File: src/sv/shpc_pkg.sv
// Shared constants for the stepper homing and position controller.
package shpc_pkg;

  localparam int unsigned SpmW   = 12;
  localparam int unsigned PosW   = 16;
  localparam int unsigned HalfW  = 16;
  localparam int unsigned StepsW = 28;
  localparam int unsigned CfgW   = 16;

  localparam logic [1:0] ACT_TICK = 2'd0;
  localparam logic [1:0] ACT_HOME = 2'd1;
  localparam logic [1:0] ACT_MOVE = 2'd2;

  localparam logic [1:0] CFG_STEPS_PER_MM = 2'd0;
  localparam logic [1:0] CFG_MAX_POSITION = 2'd1;
  localparam logic [1:0] CFG_HOME_HALF    = 2'd2;
  localparam logic [1:0] CFG_BACKOFF      = 2'd3;

  localparam logic [2:0] ST_NONE      = 3'd0;
  localparam logic [2:0] ST_ACCEPTED  = 3'd1;
  localparam logic [2:0] ST_RANGE     = 3'd2;
  localparam logic [2:0] ST_HOME_FAIL = 3'd3;
  localparam logic [2:0] ST_HOME_DONE = 3'd4;
  localparam logic [2:0] ST_MOVE_DONE = 3'd5;
  localparam logic [2:0] ST_BUSY      = 3'd6;

  localparam logic DIR_LEFT  = 1'b0;
  localparam logic DIR_RIGHT = 1'b1;

  localparam logic [SpmW-1:0]  RST_STEPS_PER_MM = 12'd100;
  localparam logic [PosW-1:0]  RST_MAX_POSITION = 16'd1000;
  localparam logic [HalfW-1:0] RST_HOME_HALF    = 16'd500;
  localparam logic [15:0]      RST_BACKOFF      = 16'd15000;

  // A half period of zero behaves as one tick.
  function automatic logic [HalfW-1:0] clamp_half(input logic [HalfW-1:0] p);
    clamp_half = (p == '0) ? HalfW'(1) : p;
  endfunction

endpackage

File: src/sv/stepper_homing_position_controller.sv
// Top level of the stepper step/direction controller with homing and moves.
//
// Each input item is either a one-microsecond tick that carries the home
// sensor level, a home command or an absolute move command in millimetres,
// and every item yields exactly one result item with the step and direction
// levels, the busy flag, the position and a status code. The block takes one
// item per clock unless out_stall holds the result: an item is captured in
// an input register, the next control state and the result are formed in one
// pass of logic (the deepest path is the 16 x 12 bit distance times
// steps-per-mm product), and the result lands in an output register. While
// the output register waits on out_stall, the input register still takes an
// item if it is empty. A move that is not rejected sends distance times
// steps_per_mm pulses, each high and then low for the given half period in
// ticks; the position takes the target when the last pulse ends. Homing backs
// off to the right first when it starts on the sensor, fails if the sensor is
// still active after the backoff, then steps left one pulse at a time until
// the sensor reads active and sets the position to zero. Commands that arrive
// while homing or moving are refused with a busy status. Configuration writes
// are expected only while the block is idle.
module stepper_homing_position_controller (
  input  logic        clk,
  input  logic        rst_n,
  // configuration port
  input  logic        cfg_we,
  input  logic [1:0]  cfg_index,
  input  logic [15:0] cfg_wdata,
  // input items
  input  logic        in_valid,
  output logic        in_stall,
  input  logic [1:0]  in_action,
  input  logic [15:0] in_target_mm,
  input  logic [15:0] in_half_period_us,
  input  logic        in_home_sensor,
  // result items
  output logic        out_valid,
  input  logic        out_stall,
  output logic        out_step_level,
  output logic        out_dir_level,
  output logic        out_busy_res,
  output logic [15:0] out_position_mm,
  output logic [2:0]  out_status
);

  typedef enum logic [1:0] {
    MODE_IDLE,
    MODE_BACKOFF,
    MODE_SEEK,
    MODE_MOVE
  } mode_t;

  // Configuration registers.
  logic [shpc_pkg::SpmW-1:0]  steps_per_mm_r;
  logic [shpc_pkg::PosW-1:0]  max_position_r;
  logic [shpc_pkg::HalfW-1:0] home_half_r;
  logic [15:0]                backoff_r;

  // Input stage.
  logic                       s1_valid_r;
  logic [1:0]                 s1_action_r;
  logic [15:0]                s1_target_r;
  logic [15:0]                s1_half_r;
  logic                       s1_sensor_r;

  // Control state.
  mode_t                      mode_r, mode_nxt;
  logic [shpc_pkg::PosW-1:0]  position_r, position_nxt;
  logic [shpc_pkg::StepsW-1:0] steps_left_r, steps_left_nxt;
  logic [shpc_pkg::HalfW-1:0] tick_count_r, tick_count_nxt;
  logic [shpc_pkg::HalfW-1:0] half_period_r, half_period_nxt;
  logic                       step_out_r, step_out_nxt;
  logic                       dir_out_r, dir_out_nxt;
  logic [shpc_pkg::PosW-1:0]  target_r, target_nxt;
  logic [2:0]                 status_nxt;

  // Result register.
  logic                       out_valid_r;
  logic                       out_step_r;
  logic                       out_dir_r;
  logic                       out_busy_r;
  logic [15:0]                out_position_r;
  logic [2:0]                 out_status_r;

  logic                       advance;
  logic                       fire;
  logic                       in_take;
  logic                       is_cmd;
  logic [shpc_pkg::HalfW-1:0] tick_inc;
  logic [shpc_pkg::StepsW-1:0] steps_dec;
  logic [shpc_pkg::PosW-1:0]  dist_mm;
  logic [shpc_pkg::StepsW-1:0] move_steps;

  // The pipeline moves whenever the result register is free or being taken.
  assign advance  = !out_valid_r || !out_stall;
  assign fire     = s1_valid_r && advance;
  assign in_stall = s1_valid_r && !advance;
  assign in_take  = in_valid && !in_stall;

  assign is_cmd    = (s1_action_r == shpc_pkg::ACT_HOME) ||
                     (s1_action_r == shpc_pkg::ACT_MOVE);
  assign tick_inc  = tick_count_r + shpc_pkg::HalfW'(1);
  assign steps_dec = (steps_left_r != '0) ?
                     steps_left_r - shpc_pkg::StepsW'(1) : '0;

  // Distance to the target and the number of pulses it takes.
  assign dist_mm = (position_r > s1_target_r) ? position_r - s1_target_r
                                              : s1_target_r - position_r;
  assign move_steps = {12'd0, dist_mm} * {16'd0, steps_per_mm_r};

  always_comb begin
    mode_nxt        = mode_r;
    position_nxt    = position_r;
    steps_left_nxt  = steps_left_r;
    tick_count_nxt  = tick_count_r;
    half_period_nxt = half_period_r;
    step_out_nxt    = step_out_r;
    dir_out_nxt     = dir_out_r;
    target_nxt      = target_r;
    status_nxt      = shpc_pkg::ST_NONE;

    if (is_cmd) begin
      if (mode_r != MODE_IDLE) begin
        status_nxt = shpc_pkg::ST_BUSY;
      end else if (s1_action_r == shpc_pkg::ACT_HOME) begin
        half_period_nxt = shpc_pkg::clamp_half(home_half_r);
        if (s1_sensor_r && backoff_r == '0) begin
          status_nxt = shpc_pkg::ST_HOME_FAIL;
        end else begin
          if (s1_sensor_r) begin
            mode_nxt       = MODE_BACKOFF;
            dir_out_nxt    = shpc_pkg::DIR_RIGHT;
            steps_left_nxt = shpc_pkg::StepsW'(backoff_r);
          end else begin
            mode_nxt       = MODE_SEEK;
            dir_out_nxt    = shpc_pkg::DIR_LEFT;
            steps_left_nxt = shpc_pkg::StepsW'(1);
          end
          step_out_nxt   = 1'b1;
          tick_count_nxt = '0;
          status_nxt     = shpc_pkg::ST_ACCEPTED;
        end
      end else if (s1_target_r > max_position_r) begin
        status_nxt = shpc_pkg::ST_RANGE;
      end else begin
        dir_out_nxt    = (position_r > s1_target_r) ? shpc_pkg::DIR_LEFT
                                                    : shpc_pkg::DIR_RIGHT;
        target_nxt     = s1_target_r;
        steps_left_nxt = move_steps;
        if (move_steps == '0) begin
          // Nothing to step: the move completes on the spot.
          position_nxt = s1_target_r;
          status_nxt   = shpc_pkg::ST_MOVE_DONE;
        end else begin
          half_period_nxt = shpc_pkg::clamp_half(s1_half_r);
          mode_nxt        = MODE_MOVE;
          step_out_nxt    = 1'b1;
          tick_count_nxt  = '0;
          status_nxt      = shpc_pkg::ST_ACCEPTED;
        end
      end
    end else if (mode_r != MODE_IDLE) begin
      // A tick (the unused action code counts as one too).
      if (tick_inc < half_period_r) begin
        tick_count_nxt = tick_inc;
      end else begin
        tick_count_nxt = '0;
        if (step_out_r) begin
          step_out_nxt = 1'b0;
        end else begin
          // A full pulse has ended.
          steps_left_nxt = steps_dec;
          if (mode_r == MODE_SEEK) begin
            if (s1_sensor_r) begin
              position_nxt = '0;
              mode_nxt     = MODE_IDLE;
              status_nxt   = shpc_pkg::ST_HOME_DONE;
            end else begin
              steps_left_nxt = shpc_pkg::StepsW'(1);
              step_out_nxt   = 1'b1;
            end
          end else if (steps_dec != '0) begin
            step_out_nxt = 1'b1;
          end else if (mode_r == MODE_BACKOFF) begin
            if (s1_sensor_r) begin
              mode_nxt   = MODE_IDLE;
              status_nxt = shpc_pkg::ST_HOME_FAIL;
            end else begin
              mode_nxt       = MODE_SEEK;
              dir_out_nxt    = shpc_pkg::DIR_LEFT;
              steps_left_nxt = shpc_pkg::StepsW'(1);
              step_out_nxt   = 1'b1;
            end
          end else begin
            position_nxt = target_r;
            mode_nxt     = MODE_IDLE;
            status_nxt   = shpc_pkg::ST_MOVE_DONE;
          end
        end
      end
    end
  end

  always_ff @(posedge clk) begin
    if (!rst_n) begin
      steps_per_mm_r <= shpc_pkg::RST_STEPS_PER_MM;
      max_position_r <= shpc_pkg::RST_MAX_POSITION;
      home_half_r    <= shpc_pkg::RST_HOME_HALF;
      backoff_r      <= shpc_pkg::RST_BACKOFF;
      s1_valid_r     <= 1'b0;
      out_valid_r    <= 1'b0;
      mode_r         <= MODE_IDLE;
      position_r     <= '0;
      steps_left_r   <= '0;
      tick_count_r   <= '0;
      half_period_r  <= '0;
      step_out_r     <= 1'b0;
      dir_out_r      <= 1'b0;
      target_r       <= '0;
    end else begin
      if (cfg_we) begin
        unique case (cfg_index)
          shpc_pkg::CFG_STEPS_PER_MM: steps_per_mm_r <= cfg_wdata[shpc_pkg::SpmW-1:0];
          shpc_pkg::CFG_MAX_POSITION: max_position_r <= cfg_wdata;
          shpc_pkg::CFG_HOME_HALF:    home_half_r    <= cfg_wdata;
          shpc_pkg::CFG_BACKOFF:      backoff_r      <= cfg_wdata;
          default:                    backoff_r      <= backoff_r;
        endcase
      end
      if (in_take) begin
        s1_valid_r <= 1'b1;
      end else if (fire) begin
        s1_valid_r <= 1'b0;
      end
      if (fire) begin
        out_valid_r   <= 1'b1;
        mode_r        <= mode_nxt;
        position_r    <= position_nxt;
        steps_left_r  <= steps_left_nxt;
        tick_count_r  <= tick_count_nxt;
        half_period_r <= half_period_nxt;
        step_out_r    <= step_out_nxt;
        dir_out_r     <= dir_out_nxt;
        target_r      <= target_nxt;
      end else if (!out_stall) begin
        out_valid_r <= 1'b0;
      end
    end
  end

  // Payload registers carry no reset.
  always_ff @(posedge clk) begin
    if (in_take) begin
      s1_action_r <= in_action;
      s1_target_r <= in_target_mm;
      s1_half_r   <= in_half_period_us;
      s1_sensor_r <= in_home_sensor;
    end
    if (fire) begin
      out_step_r     <= step_out_nxt;
      out_dir_r      <= dir_out_nxt;
      out_busy_r     <= (mode_nxt != MODE_IDLE);
      out_position_r <= position_nxt;
      out_status_r   <= status_nxt;
    end
  end

  assign out_valid       = out_valid_r;
  assign out_step_level  = out_step_r;
  assign out_dir_level   = out_dir_r;
  assign out_busy_res    = out_busy_r;
  assign out_position_mm = out_position_r;
  assign out_status      = out_status_r;

  // The step output only rests high while a pulse is in progress.
  a_idle_step_low: assert property (@(posedge clk) disable iff (!rst_n)
    (mode_r == MODE_IDLE) |-> !step_out_r)
    else $error("step output high while idle");

  // A move in progress always has at least one pulse left.
  a_move_has_steps: assert property (@(posedge clk) disable iff (!rst_n)
    (mode_r == MODE_MOVE) |-> (steps_left_r != '0))
    else $error("move in progress with no steps left");

  // An accepted command always leaves the block busy.
  a_accept_busy: assert property (@(posedge clk) disable iff (!rst_n)
    (out_valid_r && out_status_r == shpc_pkg::ST_ACCEPTED) |-> out_busy_r)
    else $error("accepted command reported without busy");

  // Completed homing reports an idle block at position zero.
  a_home_zero: assert property (@(posedge clk) disable iff (!rst_n)
    (out_valid_r && out_status_r == shpc_pkg::ST_HOME_DONE) |->
      (!out_busy_r && out_position_r == '0))
    else $error("homing done without zero position");

endmodule
File: config.mk
export PLATFORM = sky130hd
export DESIGN_NAME = stepper_homing_position_controller
export DESIGN_NICKNAME = d
export VERILOG_FILES = /design/src/sv/shpc_pkg.sv /design/src/sv/stepper_homing_position_controller.sv
export SDC_FILE = /design/constraint.sdc
export NUM_CORES = 1
export LEC_CHECK = 0
export CORE_ASPECT_RATIO = 1.4
export CORE_MARGIN = 5
export CORE_UTILIZATION = 60
export DETAILED_ROUTE_END_ITERATION = 16
export DONT_BUFFER_PORTS = 1
export GPL_ROUTABILITY_DRIVEN = 0
export GPL_TIMING_DRIVEN = 0
export PLACE_DENSITY = 0.77
export SYNTH_ARGS = -nofsm -noshare
export SYNTH_HDL_FRONTEND = slang
export SYNTH_SLANG_ARGS = --single-unit
File: constraint.sdc
create_clock -name clk -period 9.3 [get_ports clk]
set_input_delay 0.93 -clock clk [delete_from_list [all_inputs] [get_ports clk]]
set_output_delay 0.93 -clock clk [all_outputs]
set_load 0.005 [all_outputs]
==> impl_metrics.tcl, run 1 <==
set metrics [dict create \
    grt_first_pass_wirelength_mm 88.2 \
    pin_count 82 \
    worst_path_largest_cell_delay_ns 0.58 \
    largest_register "steps_left_r" \
    synthDominantAreaCellType "sky130_fd_sc_hd__dfxtp_1" \
    power_density_nw_per_um2 237 \
    grt.overflow.total 0 \
    cts-root-to-sink-buffers 3 \
    num_vias 17200 \
    preCtsSetupSlack_ns -1.48 \
    place.detailed.hpwl_mm 42.8 \
    hold-path-cell-count 2 \
    area_delta_synth_final_pct 9.66 \
    synthFlopType "sky130_fd_sc_hd__dfxtp_1" \
    timing.final.crit_share_pct 97.4 \
    power.share.clock_pct 19.5 \
    combPwrFrac_pct 59.1 \
    worstSetupPathDepth 30 \
    antenna_found_initial 0 \
    cp_num_buf_inv 6 \
    final.setup.tns_ns 0 \
    timing.max_cap.violations 0 \
    biggest_area_contributors_in_the_synthesized_netlist "sky130_fd_sc_hd__dfxtp_1, sky130_fd_sc_hd__fa_1, sky130_fd_sc_hd__edfxtp_1" \
    power.internal_w 0.00265 \
    max_freq_mhz 110 \
    worst_reg2reg_path_depth 30 \
    distinct_cell_type_count_after_synthesis 88 \
    io_buffers 0 \
    maxSlewHeadroom_pct 18.1 \
    cts_made_buffers 22 \
    grt_use_total_pct 30.9 \
    final_setup_violations 0 \
    final.setup_skew_ns 0.0256 \
    first_iter_violations 1605 \
    postSynthCellCount 2253 \
    crit_required_ns 9.53 \
    worstSetupPathType "flop to flop" \
    synth.ff_latch_count 215 \
    detail_route.first_pass.iterations 7 \
    yosys_top_cell_area_share_pct 16.8 \
    initial_core_util_pct 60.9 \
    floorplan.die.width_um 160 \
    yosysWarnings 0 \
    cts.reportedPaths.clkPinSlew_ns 0.06 \
    pwr-share-seq_pct 21.4 \
    final.hold.worst_slack_ns 0.457 \
    hold_path_class "flop to flop" \
    synth-edff-count 57 \
    antenna_left 0 \
    vias_per_cell 6.38 \
    synth_fp_nets 2584 \
    holdBufCountCts 0 \
    hold_violations 0 \
    tritoncts_num_sinks 215 \
    static-leakage-power_nw 8.13 \
    root_buf_cell "sky130_fd_sc_hd__clkbuf_16" \
    slew_viol_final 0 \
    num_rows 76 \
    path_common_cell "sky130_fd_sc_hd__fa_1" \
    floorplan.die_area_um2 35100 \
    first_global_vias 17400 \
    cts_tree "yes" \
    post_dp_cell_area_um2 19300 \
    detail_route.drc_violations 0 \
    die_y_um 220 \
    layout_cells_sized_above_1_pct 8.12 \
    route.detailed.wl_per_inst_um 20.6 \
    crit_slowest_cell "sky130_fd_sc_hd__fa_1" \
    synth-seq-area-share_pct 25.9 \
    outcome "finished, final reports clean" \
    h-tree-depth 1 \
    syn-cell-area_um2 18800 \
    finish.net_count 2618 \
    postSynthAreaPerCell_um2 8.36 \
    cp.arrival_ns 9.30 \
    critPathCaptureType "flop" \
    period_needed_ns 9.06 \
    async_flop_share_pct 0 \
    critical_path.startpoint_type "flop" \
    setup_slack_ns 0.238 \
    floorplan.core_area_um2 30900 \
    timing.critical_path.fanout_max 10 \
    final_cell_area_um2 20600 \
    worst_slew_pin_slew_ns 1.22 \
    clkLatencyLatePin_ns 0.54 \
    p_sw_w 0.00226 \
    power.share.switching_pct 46.0 \
    vdd_drop_max_uv 224 \
    largest_register_ffs 28 \
    grt_max_degree 36 \
    crit_family "adder cells" \
    routed_wl_mm 55.4 \
]
## power groups by stage
stage          sequential [W]  clock, W  combinational, W
2_1_floorplan         0.00105         0           0.00191
3_3_place_gp          0.00107         0           0.00250
3_5_place_dp          0.00107         0           0.00254
4_1_cts               0.00105  0.000962           0.00262
5_1_grt               0.00105   0.00101           0.00314
6_report              0.00105  0.000957           0.00290
## Yosys cell counts, drive strengths merged (7+ instances only)
master,n
o21ai,93
nor3,38
a21oi,156
ha,131
nand3,56
or2,11
xor2,22
buf,23
nand2,406
nand4,23
nor4,24
and3,20
and2,72
dfxtp,158
xnor2,28
a311oi,19
a22oi,24
edfxtp,57
nand2b,12
a2111oi,8
a211oi,11
inv,198
o21bai,7
a21o,20
clkbuf,105
mux2i,41
or4,7
o21a,16
fa,142
a31oi,11
a21boi,7
o211ai,49
o22ai,7
nor2b,20
nor2,136
o31ai,9
## final cells by class
cell class,count,area [um2]
multi-input cells,1710,13000
fillers,2512,10300
flip-flops and latches,215,4870
inverters,200,751
clock buffers,29,631
plain buffers,117,562
well taps,390,488
repair buffers,21,168
clock inverters,11,158
diodes,1,2.50
## layout by cell type, fill, tap and decap left out, types with 9 or more instances in the layout
| cell type | instances |
|---|---|
| sky130_fd_sc_hd__xor2_1 | 22 |
| sky130_fd_sc_hd__o211ai_2 | 10 |
| sky130_fd_sc_hd__nand2b_1 | 12 |
| sky130_fd_sc_hd__clkbuf_2 | 9 |
| sky130_fd_sc_hd__edfxtp_1 | 57 |
| sky130_fd_sc_hd__nand2_1 | 405 |
| sky130_fd_sc_hd__nor3_1 | 33 |
| sky130_fd_sc_hd__buf_4 | 24 |
| sky130_fd_sc_hd__and2_1 | 72 |
| sky130_fd_sc_hd__nor2b_1 | 19 |
| sky130_fd_sc_hd__ha_1 | 129 |
| sky130_fd_sc_hd__dfxtp_1 | 158 |
| sky130_fd_sc_hd__nor2_1 | 134 |
| sky130_fd_sc_hd__buf_2 | 11 |
| sky130_fd_sc_hd__nand3_2 | 12 |
| sky130_fd_sc_hd__a22oi_1 | 24 |
| sky130_fd_sc_hd__o21a_1 | 15 |
| sky130_fd_sc_hd__clkbuf_16 | 24 |
| sky130_fd_sc_hd__a21oi_1 | 153 |
| sky130_fd_sc_hd__a311oi_1 | 16 |
| sky130_fd_sc_hd__o211ai_1 | 39 |
| sky130_fd_sc_hd__fa_1 | 142 |
| sky130_fd_sc_hd__mux2i_1 | 37 |
| sky130_fd_sc_hd__nand3_1 | 44 |
| sky130_fd_sc_hd__inv_1 | 198 |
| sky130_fd_sc_hd__and3_1 | 20 |
| sky130_fd_sc_hd__clkbuf_1 | 79 |
| sky130_fd_sc_hd__a21o_1 | 20 |
| sky130_fd_sc_hd__nor4_1 | 21 |
| sky130_fd_sc_hd__nand4_1 | 22 |
| sky130_fd_sc_hd__o21ai_0 | 90 |
| sky130_fd_sc_hd__or2_2 | 11 |
| sky130_fd_sc_hd__xnor2_1 | 21 |
| sky130_fd_sc_hd__a31oi_1 | 11 |
## worst register-to-register path, delay by kind of cell (launching register included)
kind,cells,cell delay (ns)
compound gates,6,1.28
xor+xnor,1,0.38
fa+ha+maj,7,3.32
buf+inv,6,1.17
flops,1,0.50
simple gates,10,2.15
## layer usage
metal  wire [um]  GRT usage, %
met5           0             0
met4        3920          19.2
met3        4040          4.51
met2       26900          54.1
met1       20600          35.8
## path summary, 6_finish.rpt
kind / startpoint / slack (ns) / endpoint
worst max register to register: s1_target_r[14] / 0.24 / out_position_mm[6]
worst max-delay path: s1_target_r[14] / 0.24 / out_position_mm[6]
worst min register to register: max_position_r[2] / 0.46 / max_position_r[2]
worst min-delay path: max_position_r[2] / 0.46 / max_position_r[2]
## timing repair
| action | 4_1_cts | 5_1_grt |
|---|---|---|
| cloned | 0 | 1 |
| setup endpoints to repair | 74 | 70 |
| setup buffers | 13 | 7 |
| pin swaps | 5 | 7 |
| gates resized for setup | 31 | 83 |
## per-stage QoR
stage | cells | utilization [%] | power (W)
2_1_floorplan | 2253 | - | 0.00296
3_3_place_gp | 2643 | 62.5 | 0.00357
3_5_place_dp | 2643 | 62.5 | 0.00361
4_1_cts | 2691 | 65.6 | 0.00463
5_1_grt | 2693 | 66.8 | 0.00520
6_report | 2694 | 66.8 | 0.00490
## logic make-up (layout without fill, tap and decap cells)
logic type,after synthesis,in the layout,synth area share [%]
other,0,1,0
AND/OR/NAND/NOR,855,855,21.7
AO/OA/AOI/OAI,487,487,17.1
multiplexers,45,45,2.42
XOR/XNOR,50,50,2.33
flip-flops,215,215,25.9
buffers and inverters,328,378,6.80
adder cells (fa/ha/maj),273,273,23.8
Power figures use the tool's default switching activity.
==> inputs of run 2 (changes only) <==
--- a/config.mk
+++ b/config.mk
@@ -12,7 +12,7 @@
 export DONT_BUFFER_PORTS = 1
 export GPL_ROUTABILITY_DRIVEN = 0
 export GPL_TIMING_DRIVEN = 0
-export PLACE_DENSITY = 0.77
+export PLACE_DENSITY = 0.74
 export SYNTH_ARGS = -nofsm -noshare
 export SYNTH_HDL_FRONTEND = slang
 export SYNTH_SLANG_ARGS = --single-unit
==> constraint.sdc (replaced) <==
create_clock -name clk -period 8.8 [get_ports clk]
set_input_delay 0.88 -clock clk [delete_from_list [all_inputs] [get_ports clk]]
set_output_delay 0.88 -clock clk [all_outputs]
set_load 0.005 [all_outputs]
==> impl_metrics.tcl, run 2 (same netlist as run 1, synthesis figures left out) <==
set metrics [dict create \
    cts.reportedPaths.clkPinSlew_ns 0.07 \
    outcome "finished, final reports clean" \
    first_global_vias 17400 \
    worst_reg2reg_path_depth 35 \
    diodes 0 \
    antenna_left 0 \
    die_y_um 220 \
    power.share.switching_pct 45.2 \
    post_dp_cell_area_um2 19300 \
    p_sw_w 0.00249 \
    num_rows 76 \
    detail_route.first_pass.iterations 6 \
    cts_made_buffers 21 \
    detail_route.drc_violations 0 \
    final_cell_area_um2 21600 \
    layout_cells_sized_above_1_pct 13.0 \
    antenna_found_initial 1 \
    timing.critical_path.fanout_max 8 \
    layout.cells.most_common_list "sky130_fd_sc_hd__nand2_1, sky130_fd_sc_hd__inv_1, sky130_fd_sc_hd__dfxtp_1" \
    grt_use_total_pct 32.0 \
    hold-path-cell-count 0 \
    max_freq_mhz 115 \
    crit_required_ns 9.12 \
    worst_path_largest_cell_delay_ns 0.60 \
    initial_core_util_pct 60.9 \
    root_buf_cell "sky130_fd_sc_hd__clkbuf_16" \
    place.detailed.hpwl_mm 43.3 \
    largest_register "steps_left_r" \
    grt_max_degree 36 \
    floorplan.core_area_um2 30900 \
    area_delta_synth_final_pct 14.8 \
    combPwrFrac_pct 63.1 \
    cp.arrival_ns 9.00 \
    holdBufCountCts 0 \
    first_iter_violations 1526 \
    power.total_w 0.00552 \
    crit_slowest_cell "sky130_fd_sc_hd__fa_1" \
    finish.net_count 2676 \
    slew_viol_final 0 \
    floorplan.die_area_um2 35100 \
    vdd_drop_max_uv 237 \
    layout_commonest_cell "sky130_fd_sc_hd__nand2_1" \
    static-leakage-power_nw 8.48 \
    largest_register_ffs 28 \
    h-tree-depth 1 \
    power.internal_w 0.00303 \
    tritoncts_num_sinks 215 \
    grt_first_pass_wirelength_mm 90.4 \
    power_density_nw_per_um2 255 \
    vias_per_cell 6.38 \
    final_setup_violations 0 \
    maxSlewHeadroom_pct 14.4 \
    num_vias 17500 \
    worstSetupPathType "flop to flop" \
    route.detailed.wl_per_inst_um 21.2 \
    cts_tree "yes" \
    timing.max_cap.violations 0 \
    cts-root-to-sink-buffers 3 \
    clkLatencyLatePin_ns 0.52 \
    pin_count 82 \
    power.share.clock_pct 16.7 \
    final.setup_skew_ns 0.0119 \
    final.setup.tns_ns 0 \
    preCtsSetupSlack_ns -2.09 \
    hold_path_class "input port to flop" \
    path_common_cell "sky130_fd_sc_hd__fa_1" \
    critical_path.startpoint_type "flop" \
    floorplan.die.width_um 160 \
    worst_slew_pin_slew_ns 1.28 \
    period_needed_ns 8.69 \
    hold_violations 0 \
    grt.overflow.total 0 \
    setup_slack_ns 0.115 \
    routed_wl_mm 58.3 \
    critPathCaptureType "flop" \
    timing.final.crit_share_pct 98.7 \
    pwr-share-seq_pct 20.1 \
    fin_util_pct 69.9 \
    io_buffers 0 \
]
[run 2: worst paths after layout]
path                                            to  slack [ns]              start
worst max-delay path            out_position_mm[6]        0.11    s1_target_r[13]
worst min-delay path                s1_target_r[4]        0.46    in_target_mm[4]
worst max register to register  out_position_mm[6]        0.11    s1_target_r[13]
worst min register to register   max_position_r[4]        0.46  max_position_r[4]
[run 2: power by group through the flow]
stage | sequential (W) | clock, W | combinational [W]
floorplan | 0.00111 | 0 | 0.00202
global placement | 0.00113 | 0 | 0.00263
detailed placement | 0.00113 | 0 | 0.00267
CTS | 0.00111 | 0.000934 | 0.00302
global route | 0.00111 | 0.000977 | 0.00377
finish | 0.00111 | 0.000924 | 0.00349
[run 2: what timing repair did]
action / CTS / global route
resized for setup: 114 / 124
setup buffers: 31 / 47
pin swaps: 21 / 52
gates cloned: 1 / 2
endpoints found under the setup margin: 86 / 70
[run 2: final cells by class]
cell class | instances | area, um2
multi-input cells | 1710 | 13400
fillers | 2362 | 9290
flip-flops and latches | 215 | 4880
inverters | 200 | 751
repair buffers | 81 | 691
plain buffers | 116 | 679
clock buffers | 27 | 558
well taps | 390 | 488
clock inverters | 10 | 129
[run 2: worst max-delay path: cells and delay by family, from the launching register on]
family | cells | cell delay [ns]
fa+ha+maj | 7 | 3.07
simple gates | 10 | 1.78
buf+inv | 11 | 1.47
compound gates | 6 | 1.40
flops | 1 | 0.44
xor+xnor | 1 | 0.27
[run 2: per-stage QoR]
step           hold WS, ns  cells
3_5_place_dp         0.449   2643
2_1_floorplan        0.433   2253
6_report             0.455   2749
3_3_place_gp         0.444   2643
5_1_grt              0.436   2749
4_1_cts              0.435   2702
[run 2: metal layers]
| metal | vias up | GRT usage (%) | part of all wire, % |
|---|---|---|---|
| met5 | - | 0 | 0 |
| met4 | 0 | 19.8 | 7.6 |
| met3 | 279 | 4.81 | 8.0 |
| met2 | 888 | 54.9 | 48 |
| met1 | 8443 | 37.9 | 36 |
| li1 | 7919 | - | - |
